--- src/sv/pala_pkg.sv ---
// Shared types and constants for the polyline arc length accumulator.
// No dependencies; used by pala_square and the top-level accumulator.
`default_nettype none

package pala_pkg;

  // Default sizes of the coordinate and fraction fields
  localparam int COORD_BITS_DEF = 16;
  localparam int FRAC_BITS_DEF  = 8;

  // Fixed result field widths
  localparam int SEG_BITS   = 25;
  localparam int TOTAL_BITS = 40;
  localparam int INDEX_BITS = 16;
  localparam int OUT_BITS   = 8 * ((SEG_BITS + TOTAL_BITS + INDEX_BITS + 7) / 8);

  // Dimension register codes
  localparam int          DIM_BITS  = 2;
  localparam logic [1:0]  DIM_XY    = 2'd2;
  localparam logic [1:0]  DIM_XYZ   = 2'd3;

  // Control of a serial squarer
  typedef struct packed {
    logic load;
    logic step;
  } sq_ctrl_t;

endpackage

`default_nettype wire

--- src/sv/pala_square.sv ---
// Bit-serial squarer: one multiplier bit per cycle while step is set, shift-add.
// Depends on pala_pkg (sq_ctrl_t).
`default_nettype none

module pala_square #(
  parameter int WIDTH = pala_pkg::COORD_BITS_DEF
) (
  input  wire logic                 clk,
  input  wire pala_pkg::sq_ctrl_t   ctrl,
  input  wire logic [WIDTH-1:0]     mag,
  output logic      [2*WIDTH-1:0]   prod
);

  logic [WIDTH-1:0]   mcand;
  logic [WIDTH-1:0]   mplier;
  logic [2*WIDTH-1:0] acc;
  logic [WIDTH:0]     upper_next;

  // Partial sum of the upper half with the current multiplier bit
  assign upper_next = {1'b0, acc[2*WIDTH-1:WIDTH]} + (mplier[0] ? {1'b0, mcand} : '0);

  // Shift-add datapath
  always_ff @(posedge clk) begin
    if (ctrl.load) begin
      mcand  <= mag;
      mplier <= mag;
      acc    <= '0;
    end else if (ctrl.step) begin
      mplier <= mplier >> 1;
      acc    <= {upper_next, acc[WIDTH-1:1]};
    end
  end

  assign prod = acc;

endmodule

`default_nettype wire

--- src/sv/pala_sqrt.sv ---
// Digit-serial integer square root, one radicand bit pair per cycle.
// Appends FRAC_BITS zero pairs for a fixed-point root; no package needed.
`default_nettype none

module pala_sqrt #(
  parameter int RAD_BITS  = 34,
  parameter int FRAC_BITS = 8
) (
  input  wire logic                              clk,
  input  wire logic                              rst,
  input  wire logic                              start,
  input  wire logic [RAD_BITS-1:0]               radicand,
  output logic                                   done,
  output logic      [RAD_BITS/2+FRAC_BITS-1:0]   root
);

  localparam int STEPS   = RAD_BITS / 2 + FRAC_BITS;
  localparam int REM_W   = STEPS + 2;
  localparam int CNT_W   = $clog2(STEPS + 1);

  logic [RAD_BITS-1:0] rad;
  logic [REM_W-1:0]    rem;
  logic [CNT_W-1:0]    cnt;
  logic                busy;
  logic [REM_W-1:0]    rem_sh;
  logic [REM_W-1:0]    trial;
  logic                fits;

  // Bring down the next bit pair and form the trial subtrahend
  assign rem_sh = {rem[REM_W-3:0], rad[RAD_BITS-1:RAD_BITS-2]};
  assign trial  = {root, 2'b01};
  assign fits   = rem_sh >= trial;

  // Iteration control
  always_ff @(posedge clk) begin
    if (rst) begin
      busy <= 1'b0;
      done <= 1'b0;
      cnt  <= '0;
    end else begin
      // Pulse once after the last iteration
      done <= !start && busy && (cnt == CNT_W'(1));
      if (start) begin
        busy <= 1'b1;
        cnt  <= CNT_W'(STEPS);
      end else if (busy) begin
        cnt <= cnt - 1'b1;
        if (cnt == CNT_W'(1)) begin
          busy <= 1'b0;
        end
      end
    end
  end

  // Radicand shifter, remainder and root
  always_ff @(posedge clk) begin
    if (start) begin
      rad  <= radicand;
      rem  <= '0;
      root <= '0;
    end else if (busy) begin
      rad <= rad << 2;
      if (fits) begin
        rem  <= rem_sh - trial;
        root <= {root[STEPS-2:0], 1'b1};
      end else begin
        rem  <= rem_sh;
        root <= {root[STEPS-2:0], 1'b0};
      end
    end
  end

endmodule

`default_nettype wire

--- src/sv/polyline_arc_length_accumulator.sv ---
// Polyline arc length accumulator: per-point segment length, running total, index.
// Depends on pala_pkg, pala_square and pala_sqrt.
//
// Usage:
//   s_tdata carries x, y, z coordinates (signed, COORD_BITS each); s_tuser is
//   the start-of-stroke flag. m_tdata returns segment length (25 bits, FRAC_BITS
//   fraction bits, truncated), running total (40 bits, saturating) and the
//   point index within the stroke (16 bits, saturating).
//   cfg_wen/cfg_wdata write the dimension register (3 = xyz, anything else = xy).
//   The first point of a stroke (s_tuser set, or first point after reset)
//   gives zero length and index 0 and goes straight to the write state.
//   Any other point passes through the three parallel bit-serial squarers,
//   then the square root unit, then the write state. One point is in work
//   at a time: the next one is taken only once the sequencer is back in idle.
//   A finished result sits in the output register; the next point may be
//   accepted while it waits. If the receiver stalls, the following result
//   waits in the datapath until the output register frees up.
//   Reset (rst, synchronous) clears the stroke state and sets dimension to 2.
`default_nettype none

module polyline_arc_length_accumulator #(
  parameter int COORD_BITS = pala_pkg::COORD_BITS_DEF,
  parameter int FRAC_BITS  = pala_pkg::FRAC_BITS_DEF
) (
  input  wire logic                                  clk,
  input  wire logic                                  rst,
  // Configuration
  input  wire logic                                  cfg_wen,
  input  wire logic [pala_pkg::DIM_BITS-1:0]         cfg_wdata,
  // Point stream
  input  wire logic                                  s_tvalid,
  output logic                                       s_tready,
  input  wire logic [8*((3*COORD_BITS+7)/8)-1:0]     s_tdata,  // x_coord, y_coord, z_coord
  input  wire logic                                  s_tuser,  // start_stroke
  // Result stream
  output logic                                       m_tvalid,
  input  wire logic                                  m_tready,
  output logic [pala_pkg::OUT_BITS-1:0]              m_tdata   // segment_length,
                                                               // total_length, sample_index
);

  localparam int C      = COORD_BITS;
  localparam int SQ_W   = 2 * C;
  localparam int RAD_W  = 2 * C + 2;
  localparam int ROOT_W = C + 1 + FRAC_BITS;
  localparam int SEG_W  = pala_pkg::SEG_BITS;
  localparam int TOT_W  = pala_pkg::TOTAL_BITS;
  localparam int IDX_W  = pala_pkg::INDEX_BITS;
  localparam int CMP_W  = ROOT_W > SEG_W ? ROOT_W : SEG_W;
  localparam int SQC_W  = $clog2(C + 1);

  typedef enum logic [1:0] {
    ST_IDLE,
    ST_SQUARE,
    ST_ROOT,
    ST_WRITE
  } state_t;

  state_t state;

  logic [pala_pkg::DIM_BITS-1:0] dimension;
  logic [C-1:0]      previous_x, previous_y, previous_z;
  logic [TOT_W-1:0]  running_length;
  logic [IDX_W-1:0]  point_count;
  logic [IDX_W-1:0]  index_hold;
  logic [SEG_W-1:0]  seg_hold;
  logic [SQC_W-1:0]  sq_cnt;
  logic              root_start;

  logic [SEG_W-1:0]  out_seg;
  logic [TOT_W-1:0]  out_total;
  logic [IDX_W-1:0]  out_index;

  // Input fields
  logic [C-1:0] x_in, y_in, z_in;
  assign x_in = s_tdata[C-1:0];
  assign y_in = s_tdata[2*C-1:C];
  assign z_in = s_tdata[3*C-1:2*C];

  logic accept;
  logic first_point;
  assign s_tready    = (state == ST_IDLE);
  assign accept      = s_tvalid && s_tready;
  assign first_point = s_tuser || (point_count == '0);

  // Absolute coordinate differences
  logic signed [C:0] dx, dy, dz;
  logic        [C:0] dx_abs, dy_abs, dz_abs;
  logic [C-1:0]      dz_mag;
  assign dx = $signed({x_in[C-1], x_in}) - $signed({previous_x[C-1], previous_x});
  assign dy = $signed({y_in[C-1], y_in}) - $signed({previous_y[C-1], previous_y});
  assign dz = $signed({z_in[C-1], z_in}) - $signed({previous_z[C-1], previous_z});
  assign dx_abs = dx[C] ? $unsigned(-dx) : $unsigned(dx);
  assign dy_abs = dy[C] ? $unsigned(-dy) : $unsigned(dy);
  assign dz_abs = dz[C] ? $unsigned(-dz) : $unsigned(dz);
  assign dz_mag = (dimension == pala_pkg::DIM_XYZ) ? dz_abs[C-1:0] : '0;

  // Squarer control
  pala_pkg::sq_ctrl_t sq_ctrl;
  assign sq_ctrl.load = accept && !first_point;
  assign sq_ctrl.step = (state == ST_SQUARE);

  logic [SQ_W-1:0] sq_x, sq_y, sq_z;

  pala_square #(.WIDTH(C)) u_sq_x (
    .clk(clk), .ctrl(sq_ctrl), .mag(dx_abs[C-1:0]), .prod(sq_x)
  );
  pala_square #(.WIDTH(C)) u_sq_y (
    .clk(clk), .ctrl(sq_ctrl), .mag(dy_abs[C-1:0]), .prod(sq_y)
  );
  pala_square #(.WIDTH(C)) u_sq_z (
    .clk(clk), .ctrl(sq_ctrl), .mag(dz_mag), .prod(sq_z)
  );

  // Sum of squares feeds the root unit
  logic [RAD_W-1:0] sum_sq;
  assign sum_sq = RAD_W'(sq_x) + RAD_W'(sq_y) + RAD_W'(sq_z);

  logic              root_done;
  logic [ROOT_W-1:0] root;

  pala_sqrt #(.RAD_BITS(RAD_W), .FRAC_BITS(FRAC_BITS)) u_sqrt (
    .clk(clk), .rst(rst), .start(root_start), .radicand(sum_sq),
    .done(root_done), .root(root)
  );

  // Segment clamp and saturating total
  logic [CMP_W-1:0] root_ext;
  logic [SEG_W-1:0] seg_clamped;
  logic [TOT_W:0]   total_sum;
  logic [TOT_W-1:0] total_next;
  assign root_ext    = CMP_W'(root);
  assign seg_clamped = (root_ext > CMP_W'({SEG_W{1'b1}})) ? {SEG_W{1'b1}}
                                                          : root_ext[SEG_W-1:0];
  assign total_sum   = {1'b0, running_length} + (TOT_W + 1)'(seg_hold);
  assign total_next  = total_sum[TOT_W] ? {TOT_W{1'b1}} : total_sum[TOT_W-1:0];

  logic out_free;
  assign out_free = !m_tvalid || m_tready;

  // Sequencer, stroke state and output register
  always_ff @(posedge clk) begin
    if (rst) begin
      state          <= ST_IDLE;
      dimension      <= pala_pkg::DIM_XY;
      previous_x     <= '0;
      previous_y     <= '0;
      previous_z     <= '0;
      running_length <= '0;
      point_count    <= '0;
      sq_cnt         <= '0;
      root_start     <= 1'b0;
      m_tvalid       <= 1'b0;
    end else begin
      // Kick the root unit after the last squarer step
      root_start <= (state == ST_SQUARE) && (sq_cnt == SQC_W'(1));
      if (cfg_wen) begin
        dimension <= cfg_wdata;
      end
      // Drop valid on a taken result unless a new one is loaded now
      if (m_tvalid && m_tready && state != ST_WRITE) begin
        m_tvalid <= 1'b0;
      end
      case (state)
        ST_IDLE: begin
          if (accept) begin
            previous_x <= x_in;
            previous_y <= y_in;
            previous_z <= z_in;
            if (first_point) begin
              running_length <= '0;
              point_count    <= IDX_W'(1);
              index_hold     <= '0;
              seg_hold       <= '0;
              state          <= ST_WRITE;
            end else begin
              index_hold <= point_count;
              if (point_count != {IDX_W{1'b1}}) begin
                point_count <= point_count + 1'b1;
              end
              sq_cnt <= SQC_W'(C);
              state  <= ST_SQUARE;
            end
          end
        end
        ST_SQUARE: begin
          sq_cnt <= sq_cnt - 1'b1;
          if (sq_cnt == SQC_W'(1)) begin
            state <= ST_ROOT;
          end
        end
        ST_ROOT: begin
          if (root_done) begin
            seg_hold <= seg_clamped;
            state    <= ST_WRITE;
          end
        end
        ST_WRITE: begin
          if (out_free) begin
            running_length <= total_next;
            out_seg        <= seg_hold;
            out_total      <= total_next;
            out_index      <= index_hold;
            m_tvalid       <= 1'b1;
            state          <= ST_IDLE;
          end
        end
        default: state <= ST_IDLE;
      endcase
    end
  end

  assign m_tdata = pala_pkg::OUT_BITS'({out_index, out_total, out_seg});

  // Only one point in work: no accept right after an accept
  a_single_item: assert property (@(posedge clk) disable iff (rst)
    accept |=> !s_tready)
    else $error("point accepted while another is in work");

  // The first point of a stroke reports zero length and zero total
  a_first_zero: assert property (@(posedge clk) disable iff (rst)
    (m_tvalid && out_index == '0) |-> (out_seg == '0 && out_total == '0))
    else $error("nonzero length on first point");

  // The root unit finishes only while the sequencer waits for it
  a_root_state: assert property (@(posedge clk) disable iff (rst)
    root_done |-> state == ST_ROOT)
    else $error("root result outside root phase");

  // Output register is loaded only when free
  a_no_overwrite: assert property (@(posedge clk) disable iff (rst)
    (m_tvalid && !m_tready) |=> $stable(out_total))
    else $error("held result overwritten");

endmodule

`default_nettype wire
--- config.mk ---
export PLATFORM = sky130hd
export DESIGN_NAME = polyline_arc_length_accumulator
export DESIGN_NICKNAME = d
export VERILOG_FILES = /design/src/sv/pala_pkg.sv /design/src/sv/pala_square.sv /design/src/sv/pala_sqrt.sv /design/src/sv/polyline_arc_length_accumulator.sv
export SDC_FILE = /design/constraint.sdc
export NUM_CORES = 1
export LEC_CHECK = 0
export BUFFER_PORTS_ARGS = -buffer_cell sky130_fd_sc_hd__buf_2
export CAP_MARGIN = 10
export CORE_MARGIN = 2
export CORE_UTILIZATION = 35
export DETAILED_ROUTE_END_ITERATION = 7
export PLACE_DENSITY = 0.61
export SKIP_LAST_GASP = 1
export SLEW_MARGIN = 20
export SYNTH_ARGS = -nofsm -noshare
export SYNTH_HDL_FRONTEND = slang
export SYNTH_HIERARCHICAL = 1
export SYNTH_SLANG_ARGS = --single-unit
--- constraint.sdc ---
create_clock -name clk -period 9.2 [get_ports clk]
set_input_delay 0.92 -clock clk [delete_from_list [all_inputs] [get_ports clk]]
set_output_delay 0.92 -clock clk [all_outputs]
set_load 0.05 [all_outputs]
==> qor.yml <==
drt_pass1_iterations: 5
post_cts_buffers: 0
placeable_core_region_um2: 86600
worst_reg2reg_path_endpoint: "u_sqrt/rad[31]"
ctsResizeCount: 0
internal_power_w: 0.00663
synth.yosys.seq_area_share: 0.424
die_h_um: 299
drt_iter0_drc: 1202
grt_setup_unrepaired: "no"
first_global_vias: 21600
final.fill_count: 8557
timing.hold.worst.class: "flop to flop"
synth.cells.most_frequent: "sky130_fd_sc_hd__nor2_1 (276), sky130_fd_sc_hd__dfxtp_1 (268), sky130_fd_sc_hd__edfxtp_1 (252)"
reg2reg_slack_ns: 5.09
synth-edff-count: 252
clk_latency_ns: 0.63
final_hold_viol_count: 0
grt_antenna_before_repair: 0
post-route-period-util: 0.447
layout_overhead_on_the_synthesized_area_pct: 12.1
post_synth_inst_count: 3073
synth.lib_cells_used.distinct: 99
pwr_dens_nw_per_um2: 326
total_power_w: 0.0111
clockRootBuffer: "sky130_fd_sc_hd__clkbuf_16"
synth.top_cell.area_share: 0.248
ios: 146
antenna_violating_nets_post_route: 0
grt_max_degree: 139
htree_levels: 2
synth_async_reset_ratio: 0
floorplan.die.width_um: 299
wl_met1_mm: 32.0
vdd.ir_drop.worst_mv: 0.178
drc: 0
port_buffers: 138
globalplace.congestion: 0.874
yosys_most_used_dff: "sky130_fd_sc_hd__dfxtp_1"
hold_depth: 0
share_comb_of_total_power: 0.486
dp.final_hpwl_mm: 47.6
routed_wirelength_mm: 66.2
critPathCaptureType: "flop"
max_clock_freq_mhz: 243
worstPathArrival_ns: 4.49
finalSetupTns_ns: 0
die_area_um2: 89500
maxUsedRoutingLayer: "met4"
cell_depth_of_the_worst_flop_to_flop_path: 14
cts.reportedPaths.clkPinSlew_ns: 0.06
num_vias: 22100
timing.critical_path.required_ns: 9.57
holdBufCountCts: 0
p_clk_frac: 0.203
cp-startpoint: "u_sq_x/prod[1]"
dr_wl_met2_mm: 29.8
global_route_wire_length_before_repair_mm: 110
antenna_cells_inserted: 0
start_kind: "flop"
finalCriticalPeriod_ns: 4.11
routed_via_density: 5.04
synth.cell_area_um2: 30500
fp-row-count: 108
leakage_nw: 13.4
layout-drive-gt1-share: 0.126
timing_worst_slew_pin_value_ns: 1.05
numCtsBuffers: 59
final-max-slew-violation-count: 0
route.met3.wl_mm: 2.68
p_switching_w: 0.00450
grt_use_total: 0.146
syn_avg_cell_area_um2: 9.93
final_net_count: 3465
routedWlPerCell_um: 15.1
synth_most_common_cell: "sky130_fd_sc_hd__nor2_1"
timing.slew.headroom: 0.299
yosysWarningCount: 6
power.switching_fraction: 0.405
post-synth-top-area-cell: "sky130_fd_sc_hd__edfxtp_1"
timing.critical_path.fanout_max: 4
power.sequential.fraction: 0.311
crit_end: "u_sqrt/rad[31]"
fin_worst_skew_ns: 0.0161
crit-reg2reg-launch: "u_sq_x/prod[1]"
critPathKind: "flop to flop"
cap_violations: 0
initial_core_utilization: 0.352
cts_tree: "yes"
status: "complete, no violations"
final_core_utilization: 0.395
cts_max_path_buffers: 3
seq_cells_post_synth: 520
ys_top_cells_by_area: "sky130_fd_sc_hd__edfxtp_1 (25%), sky130_fd_sc_hd__dfxtp_1 (18%), sky130_fd_sc_hd__ha_1 (7.9%)"
setup_viol: 0
cts.sinks: 520
overflow: 0
[layout make-up]
type / instances / area (um2) / area share
Multi-Input combinational cell: 2274 / 16500 / 0.482
Timing Repair Buffer: 156 / 861 / 0.0252
Clock inverter: 37 / 260 / 0.00761
Tap cell: 1155 / 1450 / 0.0423
Sequential cell: 520 / 12900 / 0.378
Clock buffer: 74 / 1600 / 0.0467
Inverter: 166 / 623 / 0.0182
[registers in the layout, indices dropped and copies added (netlist names), 25 cells and up]
name	flops
out_total	40
running_length	40
u_sqrt/rad	34
u_sq_x/prod	32
u_sq_y/prod	32
u_sq_z/prod	32
out_seg	25
seg_hold	25
u_sqrt/rem	25
u_sqrt/root	25
[layout by cell type, fill, tap and decap left out, types with 41 or more instances in the layout]
cell type / count
sky130_fd_sc_hd__mux2i_1: 118
sky130_fd_sc_hd__nand2_1: 244
sky130_fd_sc_hd__ha_1: 191
sky130_fd_sc_hd__nor2_1: 273
sky130_fd_sc_hd__and2_1: 94
sky130_fd_sc_hd__inv_1: 166
sky130_fd_sc_hd__clkbuf_16: 60
sky130_fd_sc_hd__o21ai_0: 104
sky130_fd_sc_hd__edfxtp_1: 252
sky130_fd_sc_hd__xnor2_1: 109
sky130_fd_sc_hd__mux2_2: 83
sky130_fd_sc_hd__a21oi_1: 205
sky130_fd_sc_hd__xor2_1: 61
sky130_fd_sc_hd__buf_2: 137
sky130_fd_sc_hd__dfxtp_1: 266
sky130_fd_sc_hd__nand3_1: 41
sky130_fd_sc_hd__nor3_1: 50
sky130_fd_sc_hd__a21o_1: 64
[power groups by stage]
stage / Clock (W) / Combinational, W / Sequential [W]
3_3_place_gp: 0 / 0.00530 / 0.00352
3_5_place_dp: 0 / 0.00536 / 0.00352
4_1_cts: 0.00233 / 0.00540 / 0.00348
5_1_grt: 0.00242 / 0.00610 / 0.00353
2_1_floorplan: 0 / 0.00430 / 0.00343
6_report: 0.00226 / 0.00541 / 0.00346
[cell families after synthesis]
group                    synth area share
multiplexers                       0.0699
AND/OR/NAND/NOR                     0.150
flip-flops                          0.424
other                            0.000123
buffers and inverters              0.0386
adder cells (fa/ha/maj)             0.105
XOR/XNOR                           0.0488
AO/OA/AOI/OAI                       0.164
[stage by stage]
| stage | cell area, um2 | setup slack (ns) | std cells | hold slack [ns] |
|---|---|---|---|---|
| 3_3_place_gp | 32300 | 4.68 | 4269 | 0.406 |
| 3_5_place_dp | 32300 | 4.63 | 4270 | 0.405 |
| 6_report | 34200 | 5.09 | 4382 | 0.418 |
| 2_1_floorplan | 30500 | 3.76 | 3079 | 0.400 |
| 5_1_grt | 34200 | 4.75 | 4382 | 0.428 |
| 4_1_cts | 34200 | 5.09 | 4381 | 0.419 |
[critical path, cell delays in order (launching register included)]
cell                       delay (ns)
sky130_fd_sc_hd__dfxtp_1         0.34
sky130_fd_sc_hd__fa_1            0.56
sky130_fd_sc_hd__ha_1            0.17
sky130_fd_sc_hd__inv_1           0.05
sky130_fd_sc_hd__fa_1            0.40
sky130_fd_sc_hd__nor2b_1         0.16
sky130_fd_sc_hd__o31a_1          0.22
sky130_fd_sc_hd__o21bai_1        0.14
sky130_fd_sc_hd__a211oi_1        0.35
sky130_fd_sc_hd__o21ai_0         0.26
sky130_fd_sc_hd__a211o_1         0.38
sky130_fd_sc_hd__a31oi_1         0.33
sky130_fd_sc_hd__or4_1           0.17
sky130_fd_sc_hd__nand3_1         0.07
sky130_fd_sc_hd__mux2_2          0.27
[per-layer routing]
| metal | global-route usage | vias up |
|---|---|---|
| met3 | 0.0230 | 89 |
| met4 | 0.0439 | 0 |
| met2 | 0.238 | 386 |
| li1 | - | 11300 |
| met1 | 0.198 | 10300 |
| met5 | 0 | - |
[how the worst min path moves through the flow]
stage                    from       endpoint  slack [ns]
2_1_floorplan   index_hold[0]   out_index[0]        0.40
3_3_place_gp    index_hold[9]   out_index[9]        0.41
3_5_place_dp    index_hold[9]   out_index[9]        0.40
4_1_cts         index_hold[9]   out_index[9]        0.42
5_1_grt        index_hold[15]  out_index[15]        0.43
6_report        index_hold[9]   out_index[9]        0.42
Power figures use the tool's default switching activity.
